**src/sv/lpr_pkg.sv**
```systemverilog
// shared types and constants for the line pixel rasterizer
`default_nettype none

package lpr_pkg;

   localparam int SCREEN_WIDTH  = 240;
   localparam int SCREEN_HEIGHT = 320;

   typedef enum logic {
      OP_TICK  = 1'b0,
      OP_START = 1'b1
   } op_type;

   typedef struct packed {
      op_type             operation;
      logic signed [11:0] x_start;
      logic signed [11:0] y_start;
      logic signed [11:0] x_end;
      logic signed [11:0] y_end;
      logic        [15:0] line_color;
   } req_type;

   typedef struct packed {
      logic [7:0]  native_x;
      logic [8:0]  native_y;
      logic [15:0] pixel_color;
      logic        visible;
      logic        last;
   } rsp_type;

endpackage

`default_nettype wire

```
**src/sv/line_pixel_rasterizer.sv**
```systemverilog
// line rasterizer: bresenham walk, clip to the logical screen, rotate to panel coordinates
//
// req channel: a start transaction loads both endpoints and the color and gives no
// result; each tick transaction while a line is active gives one pixel on rsp.
// a tick with no active line gives nothing; a start during a line replaces it.
// csr port: csr_write_enable writes the 2-bit rotation; the user must do this only
// while the block is idle, which the block itself does not enforce. a transaction is
// held in the input register; its pixel is registered into the rsp register.
// throughput: one transaction per cycle unless a stall holds it; each tick costs one
// error update and one increment in the walk stage, so pixels stream out back to back.
// stalls: the rsp register holds its pixel while rsp_stall is high; the input register
// then takes a transaction only while empty, and req_stall is high once it is full.
// reset: synchronous, clears the active-line flag, rotation and both valid flags.
`default_nettype none

module line_pixel_rasterizer (
   input  wire             clock,
   input  wire             reset,
   input  wire             req_valid,
   output logic            req_stall,
   input  wire lpr_pkg::req_type req_data,
   output logic            rsp_valid,
   input  wire             rsp_stall,
   output lpr_pkg::rsp_type rsp_data,
   input  wire             csr_write_enable,
   input  wire [1:0]       csr_write_data
);
   import lpr_pkg::*;

   // input register
   logic    stage_valid_ff, stage_valid_in;
   req_type stage_ff;

   // line state
   logic               busy_ff, busy_in;
   logic               steep_ff, steep_in;
   logic signed [11:0] major_pos_ff, major_pos_in;
   logic signed [11:0] major_end_ff, major_end_in;
   logic signed [11:0] minor_pos_ff, minor_pos_in;
   logic               minor_dir_ff, minor_dir_in;
   logic        [12:0] major_span_ff, major_span_in;
   logic        [12:0] minor_span_ff, minor_span_in;
   logic signed [13:0] error_ff, error_in;
   logic        [15:0] color_ff, color_in;
   logic        [1:0]  rotation_ff;

   // result register
   logic    rsp_valid_ff, rsp_valid_in;
   rsp_type rsp_ff, rsp_in;

   logic advance;
   logic take_req;
   logic is_start;
   logic is_pixel;

   // start setup
   logic signed [12:0] dx, dy;
   logic        [12:0] adx, ady;
   logic               steep;
   logic signed [11:0] sax, say, sbx, sby;
   logic               swap_ends;
   logic signed [11:0] fax, fay, fby;

   // pixel
   logic signed [11:0] lx, ly;
   logic        [11:0] lw, lh;
   logic               vis;
   logic               fin;
   logic        [11:0] nx, ny;
   logic signed [13:0] err_sub;

   assign advance  = !rsp_valid_ff || !rsp_stall;
   assign take_req = req_valid && !req_stall;
   assign req_stall = stage_valid_ff && !advance;

   assign stage_valid_in = take_req || (stage_valid_ff && !advance);

   assign is_start = stage_valid_ff && advance && (stage_ff.operation == OP_START);
   assign is_pixel = stage_valid_ff && advance && (stage_ff.operation == OP_TICK) && busy_ff;

   // orient the line so the major axis runs upward
   always_comb begin
      dx    = 13'(stage_ff.x_end) - 13'(stage_ff.x_start);
      dy    = 13'(stage_ff.y_end) - 13'(stage_ff.y_start);
      adx   = dx[12] ? 13'(-dx) : 13'(dx);
      ady   = dy[12] ? 13'(-dy) : 13'(dy);
      steep = ady > adx;
      sax   = steep ? stage_ff.y_start : stage_ff.x_start;
      say   = steep ? stage_ff.x_start : stage_ff.y_start;
      sbx   = steep ? stage_ff.y_end   : stage_ff.x_end;
      sby   = steep ? stage_ff.x_end   : stage_ff.y_end;
      swap_ends = sax > sbx;
      fax   = swap_ends ? sbx : sax;
      fay   = swap_ends ? sby : say;
      fby   = swap_ends ? say : sby;
   end

   // clip and rotate the current pixel
   always_comb begin
      lx  = steep_ff ? minor_pos_ff : major_pos_ff;
      ly  = steep_ff ? major_pos_ff : minor_pos_ff;
      lw  = rotation_ff[0] ? 12'(SCREEN_HEIGHT) : 12'(SCREEN_WIDTH);
      lh  = rotation_ff[0] ? 12'(SCREEN_WIDTH)  : 12'(SCREEN_HEIGHT);
      vis = !lx[11] && !ly[11] && ({1'b0, lx[10:0]} < lw) && ({1'b0, ly[10:0]} < lh);
      fin = major_pos_ff == major_end_ff;
      nx  = '0;
      ny  = '0;
      if (vis) begin
         unique case (rotation_ff)
            2'd1: begin
               nx = 12'(SCREEN_WIDTH - 1) - 12'(ly);
               ny = 12'(lx);
            end
            2'd2: begin
               nx = 12'(SCREEN_WIDTH - 1) - 12'(lx);
               ny = 12'(SCREEN_HEIGHT - 1) - 12'(ly);
            end
            2'd3: begin
               nx = 12'(ly);
               ny = 12'(SCREEN_HEIGHT - 1) - 12'(lx);
            end
            default: begin
               nx = 12'(lx);
               ny = 12'(ly);
            end
         endcase
      end
   end

   always_comb begin
      busy_in       = busy_ff;
      steep_in      = steep_ff;
      major_pos_in  = major_pos_ff;
      major_end_in  = major_end_ff;
      minor_pos_in  = minor_pos_ff;
      minor_dir_in  = minor_dir_ff;
      major_span_in = major_span_ff;
      minor_span_in = minor_span_ff;
      error_in      = error_ff;
      color_in      = color_ff;
      err_sub       = error_ff - $signed({1'b0, minor_span_ff});
      if (is_start) begin
         busy_in       = 1'b1;
         steep_in      = steep;
         major_pos_in  = fax;
         major_end_in  = swap_ends ? sax : sbx;
         minor_pos_in  = fay;
         // spans are symmetric under the endpoint swap
         major_span_in = steep ? ady : adx;
         minor_span_in = steep ? adx : ady;
         error_in      = $signed({1'b0, (steep ? ady : adx) >> 1});
         minor_dir_in  = !(fay < fby);
         color_in      = stage_ff.line_color;
      end else if (is_pixel) begin
         if (fin) begin
            busy_in = 1'b0;
         end else begin
            major_pos_in = major_pos_ff + 12'sd1;
            if (err_sub[13]) begin
               minor_pos_in = minor_dir_ff ? minor_pos_ff - 12'sd1 : minor_pos_ff + 12'sd1;
               error_in     = err_sub + $signed({1'b0, major_span_ff});
            end else begin
               error_in = err_sub;
            end
         end
      end
   end

   always_comb begin
      rsp_valid_in = rsp_valid_ff && rsp_stall;
      rsp_in       = rsp_ff;
      if (is_pixel) begin
         rsp_valid_in       = 1'b1;
         rsp_in.native_x    = nx[7:0];
         rsp_in.native_y    = ny[8:0];
         rsp_in.pixel_color = color_ff;
         rsp_in.visible     = vis;
         rsp_in.last        = fin;
      end
   end

   always_ff @(posedge clock) begin
      if (reset) begin
         stage_valid_ff <= 1'b0;
         busy_ff        <= 1'b0;
         rsp_valid_ff   <= 1'b0;
         rotation_ff    <= 2'd0;
      end else begin
         stage_valid_ff <= stage_valid_in;
         busy_ff        <= busy_in;
         rsp_valid_ff   <= rsp_valid_in;
         if (csr_write_enable) begin
            rotation_ff <= csr_write_data;
         end
      end
   end

   always_ff @(posedge clock) begin
      if (take_req) begin
         stage_ff <= req_data;
      end
      steep_ff      <= steep_in;
      major_pos_ff  <= major_pos_in;
      major_end_ff  <= major_end_in;
      minor_pos_ff  <= minor_pos_in;
      minor_dir_ff  <= minor_dir_in;
      major_span_ff <= major_span_in;
      minor_span_ff <= minor_span_in;
      error_ff      <= error_in;
      color_ff      <= color_in;
      rsp_ff        <= rsp_in;
   end

   assign rsp_valid = rsp_valid_ff;
   assign rsp_data  = rsp_ff;

`ifndef SYNTH
   a_last_ends_line: assert property (@(posedge clock) disable iff (reset)
      is_pixel && fin |=> !busy_ff)
      else $error("line still active after its last pixel");

   a_error_nonneg: assert property (@(posedge clock) disable iff (reset)
      busy_ff |-> !error_ff[13])
      else $error("error term negative during a line");

   a_hidden_zero: assert property (@(posedge clock) disable iff (reset)
      rsp_valid_ff && !rsp_ff.visible |-> rsp_ff.native_x == 8'd0 && rsp_ff.native_y == 9'd0)
      else $error("clipped pixel with nonzero coordinates");

   a_start_silent: assert property (@(posedge clock) disable iff (reset)
      is_start |=> !rsp_valid_ff)
      else $error("start transaction produced a pixel");

   a_stall_source: assert property (@(posedge clock) disable iff (reset)
      req_stall |-> stage_valid_ff && rsp_valid_ff)
      else $error("input stalled with the pipeline free");
`endif

endmodule

`default_nettype wire

```
**config.mk**
```make
export PLATFORM = sky130hd
export DESIGN_NAME = line_pixel_rasterizer
export DESIGN_NICKNAME = d
export VERILOG_FILES = /design/src/sv/lpr_pkg.sv /design/src/sv/line_pixel_rasterizer.sv
export SDC_FILE = /design/constraint.sdc
export NUM_CORES = 1
export LEC_CHECK = 0
export ABC_AREA = 1
export BUFFER_PORTS_ARGS = -buffer_cell sky130_fd_sc_hd__buf_4
export CORE_MARGIN = 5
export CORE_UTILIZATION = 29
export CTS_CLUSTER_SIZE = 10
export DETAILED_ROUTE_END_ITERATION = 6
export PLACE_DENSITY = 0.42
export SETUP_SLACK_MARGIN = 0.05
export SYNTH_ARGS = -nofsm -noshare
export SYNTH_HDL_FRONTEND = slang
export SYNTH_SLANG_ARGS = --single-unit
export TNS_END_PERCENT = 30
```
**constraint.sdc**
```tcl
create_clock -name clock -period 8.15 [get_ports clock]
set_input_delay 0.815 -clock clock [delete_from_list [all_inputs] [get_ports clock]]
set_output_delay 0.815 -clock clock [all_outputs]
set_load 0.005 [all_outputs]
```
# Word level (Yosys, flattened, before mapping)
# Cells that the tools add are included.
[word_totals] ff_bits=199 inputBits=72 word_cells=110 output_inout_bits=37
[op_classes] n_addsub=13 bitwise=2 n_reduce_logical=26 magnitude_cmp=5 n_eq_ne=5 mux=34
[op_table] op="12-bit 2-to-1 mux" n=21
[op_table] op="13-bit 2-to-1 mux" n=4
[op_table] op="9-bit case mux with 3 select lines" n=1
[op_table] op="13-bit negation" n=2
[op_table] op="12-bit by 12-bit subtractor with 13-bit output" n=2
[op_table] op="12-bit by 2-bit adder with 12-bit output (second input constant)" n=2
[op_table] op="8-bit case mux with 3 select lines" n=1
[op_table] op="11-bit by 9-bit less-than comparator with 1-bit output" n=2
[op_table] op="9-bit 2-to-1 mux" n=2
[op_table] op="9-bit subtractor (first input constant)" n=2
[op_table] op="6-bit by 8-bit subtractor with 8-bit output (first input constant)" n=2
[op_table] op="14-bit adder" n=1
[op_table] op="14-bit 2-to-1 mux" n=1
[op_table] op="14-bit subtractor" n=1
[op_table] op="13-bit > comparator" n=1
[op_table] op="12-bit equality test" n=1
[op_table] op="12-bit > comparator" n=1
[op_table] op="12-bit less-than comparator" n=1
[op_table] op="12-bit by 2-bit subtractor with 12-bit output (second input constant)" n=1
[op_table] op="1-bit logical AND" n=10
[op_table] op="1-bit zero test" n=7
[op_table] op="2-bit AND reduction" n=3
[op_table] op="2-bit nonzero test" n=3
[op_table] op="2-bit equality test (second input constant)" n=2
[op_table] op="other kinds (6)" n=11

# Logic depth before layout (Yosys ltp)
# Gate-level depths: netlist of run 1.
[depth] word_depth=9 mapped_depth=52 depth_no_buf=49

# Least setup slack after synthesis of run 1
# OpenSTA, ideal clock, no wires.
[synth_timing] path_kind="register to register" startpoint="reg stage_ff[40] (netlist name)" endpoint="reg minor_dir_ff, data pin" synth_period_minus_slack_ns=6.328 arrival_ns=6.076 setup_time_ns=0.252 path_slack_ns=1.822 t_required_ns=7.898 n_path_buf=5 path_stages_with_launch=49 path_cell_list="edfxtp_1 > ha_1 > fa_1 > inv_1 > nand3_1 > nand2_1 > nand4_1 > nand3_1 > nand2_1 > nand2_2 > inv_2 > buf_6 > o21ai_0 > nand2_1 > nand2_1 > nand2_1 > ha_1 > nand2_1 > (+13 left out) > nor2_1 > nand3_1 > nand2_1 > nand2_1 > nand2_1 > clkbuf_1 > buf_2 > nand2_1 > o21ai_0 > ha_1 > a21oi_1 > o21ai_0 > nand3_1 > a21oi_1 > a211oi_1 > nand2_1 > nand2_1 > nand2_1"
[synth_via] elab_chain_cells=9 elab_cells_between_ends=13 classes_between="add/sub: 2; order compare: 3; mux: 7; reduce/logical: 1"
[synth_rtl] element="start: declaration" line="line_pixel_rasterizer.sv:32" rtl="req_type stage_ff;"
[synth_rtl] element="start signal: assignment" line="line_pixel_rasterizer.sv:200" rtl="stage_ff <= req_data;"
[synth_rtl] element="12-bit by 12-bit subtractor with 13-bit output" line="line_pixel_rasterizer.sv:84" rtl="dy = 13'(stage_ff.y_end) - 13'(stage_ff.y_start);"
[synth_rtl] element="13-bit negation" line="line_pixel_rasterizer.sv:86" rtl="ady = dy[12] ? 13'(-dy) : 13'(dy);"
[synth_rtl] element="13-bit 2-to-1 mux" line="line_pixel_rasterizer.sv:86"
[synth_rtl] element="13-bit > comparator" line="line_pixel_rasterizer.sv:87" rtl="steep = ady > adx;"
[synth_rtl] element="12-bit 2-to-1 mux (on tied branches)" line="line_pixel_rasterizer.sv:88, line_pixel_rasterizer.sv:90"
[synth_rtl] element="12-bit > comparator" line="line_pixel_rasterizer.sv:92" rtl="swap_ends = sax > sbx;"
[synth_rtl] element="12-bit 2-to-1 mux (on tied branches)" line="line_pixel_rasterizer.sv:94, line_pixel_rasterizer.sv:95"
[synth_rtl] element="12-bit less-than comparator (*)" line="line_pixel_rasterizer.sv:152" rtl="minor_dir_in = !(fay < fby);"
[synth_rtl] element="1-bit zero test (*)" line="line_pixel_rasterizer.sv:152"
[synth_rtl] element="end signal: assignment" line="line_pixel_rasterizer.sv:206" rtl="minor_dir_ff <= minor_dir_in;"
[synth_rtl] element="end: declaration" line="line_pixel_rasterizer.sv:40" rtl="logic minor_dir_ff, minor_dir_in;"
# Mark *: on every way between the ends. The rest lies on a longest branch, timed or not.
# A chain may end at the register's enable or synchronous reset.

# Final worst setup path of run 1
[layout_timing] startpoint="reg stage_ff[52] (netlist name)" endpoint="reg minor_dir_ff, data pin"
[layout_via] elab_chain_cells=9 elab_cells_between_ends=13 classes_between="add/sub: 2; order compare: 3; mux: 7; reduce/logical: 1"
[layout_rtl] element="12-bit by 12-bit subtractor with 13-bit output" line="line_pixel_rasterizer.sv:83" rtl="dx = 13'(stage_ff.x_end) - 13'(stage_ff.x_start);"
[layout_rtl] element="13-bit negation" line="line_pixel_rasterizer.sv:85" rtl="adx = dx[12] ? 13'(-dx) : 13'(dx);"
[layout_rtl] element="13-bit 2-to-1 mux" line="line_pixel_rasterizer.sv:85"
[layout_rtl] element="13-bit > comparator" line="line_pixel_rasterizer.sv:87"
[layout_rtl] element="12-bit 2-to-1 mux (on tied branches)" line="line_pixel_rasterizer.sv:88, line_pixel_rasterizer.sv:90"
[layout_rtl] element="12-bit > comparator" line="line_pixel_rasterizer.sv:92"
[layout_rtl] element="12-bit 2-to-1 mux (on tied branches)" line="line_pixel_rasterizer.sv:94, line_pixel_rasterizer.sv:95"
[layout_rtl] element="12-bit less-than comparator (*)" line="line_pixel_rasterizer.sv:152"
[layout_rtl] element="1-bit zero test (*)" line="line_pixel_rasterizer.sv:152"
# Marks and branches as above.

==> summary.txt, run 1 <==
Placeable Area: 46,400 um^2
Number of max-slew violations in the final report: 0
Xor and xnor area share after synthesis: 5.85%
Worst slew margin relative to its limit: 35.8%
Post-placement worst setup slack: 0.629 ns
Post-synthesis mux area share: 1.66%
Count of instances resized after the clock tree is built: 0
Count of distinct cell types in the synthesized netlist: 50
Most used cells in the layout excluding fill and tap cells: nand2_1, edfxtp_1, inv_1, o21ai_0, buf_4
Slowest stage delay, CP: 0.46 ns
Pwr Density: 350 nW/um^2
TNS Setup: 0 ns
Critical-path cell with the highest stage delay: edfxtp_1
Number of detailed-routing iterations run before antenna repair: 5
Synthesis Warnings: 0
Simple-gate area share of the yosys netlist: 18.5%
Post-Place Cell Area: 15,000 um^2
Post-route standard cell area excluding fillers: 15,600 um^2
Final core area utilization: 33.7%
Post-layout nets: 1,838
Class of the most critical setup path: reg2reg
Final worst slack: 0.741 ns
X dimension of the die: 226 um
Clock tree from TritonCTS: built
Clock network power share: 16.1%
Internal power consumption: 2.92 mW
Synth Cell Area: 13,500 um^2
Leak pwr: 6.78 nW
Fmax: 135 MHz
Routed length per instance: 16.5 um
Kind of end point of the critical path: flop
Final Cycle Share: 90.9%
Wire length of the first global-routing pass: 58,200 um
Count of input and output buffers: 108
H-tree lvl count: 4
Sink Count: 199
Maximum root-to-sink buffer count: 2
Cts hold-fix bufs: 0
Startpoint type of the worst setup path: flop
Crit path DAT: 7.66 ns
Cell accounting for the most synthesized area: edfxtp_1
Num CTS Buffers: 17
Final number of hold-violating endpoints: 0
Most frequent cell on the critical path: nand2_1
Initial standard-cell utilization of the core: 29.2%
Number of design-rule violations left by the first detailed-router iteration: 655
Dominant combinational cell family by area after synthesis: simple AND/OR/NAND/NOR gates
Via-to-Cell Ratio: 4.66
Number of max-cap violations: 0
Worst supply voltage drop on vdd: 245 uV
Total Routed Length: 37,500 um
Die area: 51,000 um^2
Share of layout cells above drive strength 1: 12.0%
Overall Global Routing Usage: 14.9%
Share of Yosys cell area claimed by the top area cell type: 42.7%
Area growth from synthesis to layout: 15.4%
Slew @ Worst Pin: 0.963 ns
Antenna violations before repair: 0
Number of setup buffers added after CTS: 0
Crit Path Max Fanout: 46
Post-route minimum period: 7.41 ns
Global route total overflow: 0
Final clock skew: 0.0130 ns
Register area share after synthesis: 43.7%
Relative contribution of combinational cells to total power: 58.1%
Clock transition at the registers of the reported paths: 0.08 ns
Die H: 226 um
Register bit count reported by yosys: 199
Mean Syn Cell Area: 8.69 um^2
Gpl congestion: 0.915
Share of synthesized cell area in full adder, half adder and majority cells: 10.6%
Rows: 79
I/O Pins: 109
Net count after synthesis: 1,739
Pin count of the biggest net entering global routing: 82
Switching part of the total: 46.5%
Clk_lat worst skew: 0.50 ns
Root buffer cell: clkbuf_16
Data required time of the critical path: 8.40 ns
Vias in the first global route: 10,297
Total via count after detailed routing: 10,608
Sequential Power Share: 25.9%
Diode count: 0
Most common cell after layout, fill and taps aside: nand2_1
Post-detailed-route count of antenna-violating nets: 0
Complex-gate fraction of the synthesized area: 12.8%
Outcome: finished, final reports clean
Top area cells in the synthesized netlist: edfxtp_1, nand2_1, ha_1
Final setup violation count: 0
Min-delay worst type: reg2reg
Net switching power: 2.54 mW
Final HPWL DP: 30,000 um
Detailed-route DRC error count: 0
Number of cells produced by synthesis: 1,555
Unrepaired setup endpoints after global routing: false
-- worst max-delay path, delay by kind of cell (launching register included) --
| family | cells | cell delay, ns |
|---|---|---|
| AO/OA/AOI/OAI | 6 | 0.98 |
| XOR/XNOR | 1 | 0.14 |
| adder cells (fa/ha/maj) | 5 | 1.69 |
| buffers and inverters | 6 | 0.97 |
| flip-flops | 1 | 0.46 |
| AND/OR/NAND/NOR | 23 | 2.87 |
-- routing by layer --
metal,up-vias,part of all wire [%],global-route usage (%)
met5,-,0,0
met4,0,1.8,4.55
met3,39,4.2,3.07
met2,215,44,23.2
met1,4860,50,21.0
li1,5494,-,-
-- layout make-up --
class / count / area [um^2]
Sequential cell: 199 / 5910
Clock buffer: 17 / 425
Clock inverter: 15 / 166
Multi-Input combinational cell: 1128 / 6720
Fill cell: 4805 / 30800
Timing Repair Buffer: 120 / 913
Inverter: 188 / 708
Tap cell: 607 / 759
-- logic make-up after synthesis --
logic type	after synthesis
xor+xnor	86
simple gates	595
mux	22
fa+ha+maj	112
buf+inv	228
flops	199
compound gates	313
-- synthesized netlist by cell type (all sizes together) --
library cell    n
o21ai         187
o211ai          8
a211o           1
a21o            7
xor2           66
a2111oi         1
a21oi          78
a211oi          6
and2            6
a31oi           9
mux2i          22
nor3           11
or2            10
nor4            3
o2111ai         5
clkbuf         21
o21bai          1
nand2         380
ha            107
nand3          78
o21a            2
buf            19
edfxtp        192
xnor2          20
o31ai           2
a21boi          3
nor2           85
nand4          16
fa              5
a221oi          3
nand3b          6
dfxtp           7
clkinv          1
inv           187
-- power groups by stage --
| stage | clock [mW] | combinational [mW] | sequential [mW] |
|---|---|---|---|
| after global placement | 0 | 3.14 | 1.43 |
| after global routing | 0.949 | 3.65 | 1.43 |
| after detailed placement | 0 | 3.18 | 1.44 |
| after floorplan | 0 | 2.42 | 1.40 |
| after CTS | 0.920 | 3.20 | 1.41 |
| final | 0.876 | 3.17 | 1.41 |
-- stage by stage --
step | cells | power (mW) | hold WS [ns]
global placement | 2242 | 4.58 | 0.401
detailed placement | 2242 | 4.62 | 0.405
CTS | 2274 | 5.53 | 0.416
finish | 2274 | 5.46 | 0.414
floorplan | 1555 | 3.83 | 0.400
global route | 2274 | 6.02 | 0.428
-- final timing paths --
check,start,endpoint,slack [ns],cells after the start
max,stage_ff[52],minor_dir_ff,0.74,41
max reg2reg,stage_ff[52],minor_dir_ff,0.74,41
min,stage_ff[12],color_ff[12],0.41,0
min reg2reg,stage_ff[12],color_ff[12],0.41,0
-- flip-flops by register name, summed over array words and instances (netlist names) --
signal,count
minor_span_ff,13
busy_ff,1
stage_ff,65
major_span_ff,13
error_ff,14
minor_dir_ff,1
color_ff,16
major_end_ff,12
stage_valid_ff,1
rotation_ff,2
steep_ff,1
minor_pos_ff,12
rsp_data,35
rsp_valid,1
major_pos_ff,12
Power figures use the tool's default switching activity.
==> run 2, diff against run 1 <==
--- a/config.mk
+++ b/config.mk
@@ -7,7 +7,6 @@
 export LEC_CHECK = 0
 export ABC_AREA = 1
 export BUFFER_PORTS_ARGS = -buffer_cell sky130_fd_sc_hd__buf_4
-export CORE_MARGIN = 5
 export CORE_UTILIZATION = 29
 export CTS_CLUSTER_SIZE = 10
 export DETAILED_ROUTE_END_ITERATION = 6
==> run 2 against run 1 <==
Against the previous run:
- die area down 7.0%
- fmax increased by 0.83%
- cell count down 0.35%
- final area decreased by 0.21%
==> summary.txt, run 2 (synthesis gave the netlist of run 1 again) <==
Slew @ Worst Pin: 0.950 ns
I/O Pins: 109
Unrepaired setup endpoints after global routing: false
Final worst slack: 0.802 ns
Worst path bufs/invs: 6
Fmax: 136 MHz
Final setup violation count: 0
Number of max-slew violations in the final report: 0
Most used cells in the layout excluding fill and tap cells: nand2_1, edfxtp_1, inv_1, o21ai_0, buf_4
Total via count after detailed routing: 10,513
Initial standard-cell utilization of the core: 29.6%
Count of input and output buffers: 108
Final clock skew: 0.0117 ns
Relative contribution of combinational cells to total power: 58.0%
Total Routed Length: 37,300 um
Worst supply voltage drop on vdd: 169 uV
Clock tree from TritonCTS: built
Wire length of the first global-routing pass: 58,100 um
Post-placement worst setup slack: 0.712 ns
Number of cells traversed by the worst hold path: 0
Post-detailed-route count of antenna-violating nets: 0
Pwr Density: 349 nW/um^2
Post-layout nets: 1,837
Startpoint of the most critical register-to-register path: stage_ff[28]
FF-to-FF setup slack: 0.80 ns
Gpl congestion: 0.897
Final Cycle Share: 90.2%
Worst slew margin relative to its limit: 36.7%
Total power after layout: 5.43 mW
Cells on worst reg2reg path: 42
Cell count after placement: 2,234
Final HPWL DP: 29,600 um
Dominant delay contributor by cell family on the critical path: simple AND/OR/NAND/NOR gates
Most frequent cell on the critical path: nand2_1
Num CTS Buffers: 17
Switching part of the total: 46.0%
Routed length per instance: 16.5 um
Class of the most critical setup path: reg2reg
Terminus of the critical flop-to-flop path: minor_dir_ff
Outcome: finished, final reports clean
Number of setup buffers added after CTS: 0
Pin count of the biggest net entering global routing: 79
Crit. Startpoint: stage_ff[28]
Maximum root-to-sink buffer count: 2
Number of design-rule violations left by the first detailed-router iteration: 661
Data required time of the critical path: 8.39 ns
Internal power consumption: 2.93 mW
Global route total overflow: 0
Crit path DAT: 7.59 ns
Sequential Power Share: 26.0%
Via-to-Cell Ratio: 4.64
Vias in the first global route: 10,131
Register with the most flip-flops: stage_ff
Clock transition at the registers of the reported paths: 0.08 ns
Smallest hold slack: 0.421 ns
Slowest stage delay, CP: 0.45 ns
Sink Count: 199
Final number of hold-violating endpoints: 0
Die H: 218 um
X dimension of the die: 218 um
Clk_lat worst skew: 0.48 ns
TNS Setup: 0 ns
Clock network power share: 16.0%
Diode count: 0
Post-route minimum period: 7.35 ns
Root buffer cell: clkbuf_16
Endpoint, Worst Hold: rsp_data[15]
Kind of end point of the critical path: flop
Area growth from synthesis to layout: 15.2%
Die area: 47,500 um^2
Share of layout cells above drive strength 1: 11.8%
Most common cell after layout, fill and taps aside: nand2_1
Min-delay worst type: reg2reg
Final std cells w/o fill: 2,266
Detailed-route DRC error count: 0
Antenna violations before repair: 0
Critical-path cell with the highest stage delay: fa_1
Placeable Area: 45,700 um^2
H-tree lvl count: 4
Flip-flop count of the largest register, all copies and words added: 65
Leak pwr: 6.79 nW
Startpoint type of the worst setup path: flop
Startpoint of the tightest hold check path: color_ff[13]
Overall Global Routing Usage: 16.3%
Crit Path Max Fanout: 52
Number of max-cap violations: 0
Number of detailed-routing iterations run before antenna repair: 5
Rows: 78
Net switching power: 2.50 mW
==> run 2: layer usage <==
layer / up-vias / share of wire [%] / global-route usage (%)
li1: 5495 / - / -
met5: - / 0 / 0
met1: 4799 / 51 / 23.0
met3: 29 / 3.3 / 2.86
met2: 190 / 44 / 24.9
met4: 0 / 1.7 / 5.57
==> run 2: area by class of cell <==
class,count,area (um^2)
flip-flops and latches,199,5910
inverters,188,708
fillers,4788,30100
clock inverters,15,154
well taps,600,751
repair buffers,119,906
multi-input cells,1128,6720
clock buffers,17,425
==> run 2: per-stage QoR <==
step,util (%),area [um^2]
floorplan,-,13500
CTS,34.1,15600
global route,34.1,15600
finish,34.1,15600
global placement,32.8,15000
detailed placement,32.8,15000
==> run 2: what timing repair did <==
| item | in CTS | in global routing |
|---|---|---|
| hold buffers | 0 | 0 |
| gates resized for setup | 0 | 1 |
| endpoints found under the setup margin | 0 | 1 |
==> run 2: how the worst max path moves through the flow <==
stage | end | slack [ns] | depth (start not counted)
finish | minor_dir_ff | 0.80 | 42
global route | minor_dir_ff | 0.06 | 42
CTS | minor_dir_ff | 0.68 | 42
detailed placement | minor_dir_ff | 0.71 | 41
global placement | minor_dir_ff | 0.72 | 42
floorplan | minor_dir_ff | 1.82 | 48
==> run 2: worst reg2reg max path: cells and delay by family (launching register included) <==
kind,cells,cell delay [ns]
AO/OA/AOI/OAI,6,0.86
multiplexers,1,0.44
XOR/XNOR,1,0.32
adder cells (fa/ha/maj),5,1.64
buffers and inverters,6,0.95
flip-flops,1,0.39
AND/OR/NAND/NOR,23,2.50
==> run 2: power by group through the flow <==
| stage | logic, mW | registers, mW | clock network, mW |
|---|---|---|---|
| floorplan | 2.42 | 1.40 | 0 |
| global placement | 3.15 | 1.43 | 0 |
| detailed placement | 3.17 | 1.44 | 0 |
| CTS | 3.18 | 1.41 | 0.910 |
| global route | 3.67 | 1.42 | 0.935 |
| finish | 3.15 | 1.41 | 0.870 |
==> run 3, diff against run 2 <==
--- a/config.mk
+++ b/config.mk
@@ -7,10 +7,12 @@
 export LEC_CHECK = 0
 export ABC_AREA = 1
 export BUFFER_PORTS_ARGS = -buffer_cell sky130_fd_sc_hd__buf_4
+export CELL_PAD_IN_SITES_DETAIL_PLACEMENT = 1
+export CELL_PAD_IN_SITES_GLOBAL_PLACEMENT = 1
 export CORE_UTILIZATION = 29
 export CTS_CLUSTER_SIZE = 10
 export DETAILED_ROUTE_END_ITERATION = 6
-export PLACE_DENSITY = 0.42
+export PLACE_DENSITY = 0.52
 export SETUP_SLACK_MARGIN = 0.05
 export SYNTH_ARGS = -nofsm -noshare
 export SYNTH_HDL_FRONTEND = slang
==> run 3 against run 2 <==
Against the previous run:
- final area grew 0.12%
- critical path type unchanged
- combinational power increased by 2%
- clock power rose by 2%
- largest power group unchanged
==> summary.txt, run 3 (synthesis gave the netlist of run 1 again) <==
Outcome: finished, final reports clean
Final HPWL DP: 32,100 um
Post-route standard cell area excluding fillers: 15,600 um^2
Clock tree from TritonCTS: built
Wire length of the first global-routing pass: 63,500 um
Pin count of the biggest net entering global routing: 67
Final clock skew: 0.0153 ns
Number of detailed-routing iterations run before antenna repair: 5
Routed length per instance: 17.6 um
Clk_lat worst skew: 0.48 ns
Post-route minimum period: 7.25 ns
Number of max-cap violations: 0
Cts hold-fix bufs: 0
Leak pwr: 6.79 nW
Number of design-rule violations left by the first detailed-router iteration: 453
Crit Path Max Fanout: 51
Final number of hold-violating endpoints: 0
Overall Global Routing Usage: 17.6%
Min-delay worst type: reg2reg
Post-layout nets: 1,837
Initial standard-cell utilization of the core: 29.6%
Most common cell after layout, fill and taps aside: nand2_1
Share of layout cells above drive strength 1: 11.8%
Final setup violation count: 0
Num CTS Buffers: 17
FF-to-FF setup slack: 0.90 ns
Sink Count: 199
Count of input and output buffers: 108
Vias in the first global route: 11,337
Slowest stage delay, CP: 0.44 ns
Root buffer cell: clkbuf_16
Class of the most critical setup path: reg2reg
Terminus of the critical flop-to-flop path: minor_dir_ff
Total power after layout: 5.52 mW
Final Cycle Share: 88.9%
Flip-flop count of the largest register, all copies and words added: 65
Die area: 47,500 um^2
Register with the most flip-flops: stage_ff
Gpl congestion: 0.843
Critical-path cell with the highest stage delay: edfxtp_1
Via-to-Cell Ratio: 4.76
Worst slew margin relative to its limit: 37.4%
Antenna violations before repair: 0
Total via count after detailed routing: 10,791
Critical path destination: minor_dir_ff
Diode count: 0
Rows: 78
Most frequent cell on the critical path: nand2_1
Cells on worst reg2reg path: 42
Maximum root-to-sink buffer count: 2
Startpoint type of the worst setup path: flop
Die H: 218 um
X dimension of the die: 218 um
Startpoint of the most critical register-to-register path: stage_ff[40]
I/O Pins: 109
Crit. Startpoint: stage_ff[40]
Area growth from synthesis to layout: 15.3%
Post-Place Cell Area: 15,000 um^2
Detailed-route DRC error count: 0
TNS Setup: 0 ns
Data required time of the critical path: 8.39 ns
Unrepaired setup endpoints after global routing: false
Clock transition at the registers of the reported paths: 0.08 ns
Fmax: 138 MHz
Number of max-slew violations in the final report: 0
Placeable Area: 45,700 um^2
Total Routed Length: 39,800 um
Kind of end point of the critical path: flop
Post-detailed-route count of antenna-violating nets: 0
H-tree lvl count: 4
Slew @ Worst Pin: 0.938 ns
Global route total overflow: 0
Pwr Density: 354 nW/um^2
Worst supply voltage drop on vdd: 277 uV
Most used cells in the layout excluding fill and tap cells: nand2_1, edfxtp_1, inv_1, o21ai_0, buf_4
Crit path DAT: 7.49 ns
run 3: where the power goes:
group | switching, mW | internal [mW]
logic | 2.08 | 1.14
registers | 0.0715 | 1.34
clock network | 0.442 | 0.445
total | 2.60 | 2.93
run 3: timing repair:
| item | in CTS | in global routing |
|---|---|---|
| setup buffers | 0 | 0 |
| setup endpoints to repair | 0 | 1 |
| gates resized for setup | 0 | 1 |
| hold endpoints to repair | 0 | 0 |
run 3: per-stage QoR:
stage                     utilization [%]  cells  hold slack, ns  worst slack (ns)
final                                34.1   2266           0.412             0.903
after global routing                 34.1   2266           0.427            0.0587
after CTS                            34.1   2266           0.413             0.761
after detailed placement             32.8   2234           0.406             0.800
after global placement               32.8   2234           0.400              1.00
after floorplan                         -   1555           0.400              1.82
run 3: how the worst min path moves through the flow:
stage,start,to,slack (ns),depth (start not counted)
after floorplan,stage_ff[0],color_ff[0],0.40,0
after global placement,color_ff[11],rsp_data[13],0.40,0
after detailed placement,color_ff[11],rsp_data[13],0.41,0
after CTS,color_ff[11],rsp_data[13],0.41,0
after global routing,color_ff[10],rsp_data[12],0.43,0
final,color_ff[11],rsp_data[13],0.41,0
run 3: worst max-delay path, delay by kind of cell, from the launching register on:
kind	cells	cell delay, ns
AO/OA/AOI/OAI	7	1.19
XOR/XNOR	1	0.17
adder cells (fa/ha/maj)	5	1.69
buffers and inverters	5	0.86
flip-flops	1	0.44
AND/OR/NAND/NOR	24	2.58
run 3: per-layer routing:
layer	track usage, %	vias up	part of all wire (%)
met5	0	-	0
met4	4.76	0	1.5
met3	3.17	31	3.2
met2	28.3	162	45
met1	24.2	5115	50
li1	-	5483	-
run 3: final cells by class:
class                   count  area, um^2
repair buffers            119         910
well taps                 600         751
fillers                  5362       30100
flip-flops and latches    199        5910
inverters                 188         708
clock buffers              19         443
clock inverters            13         160
multi-input cells        1128        6710
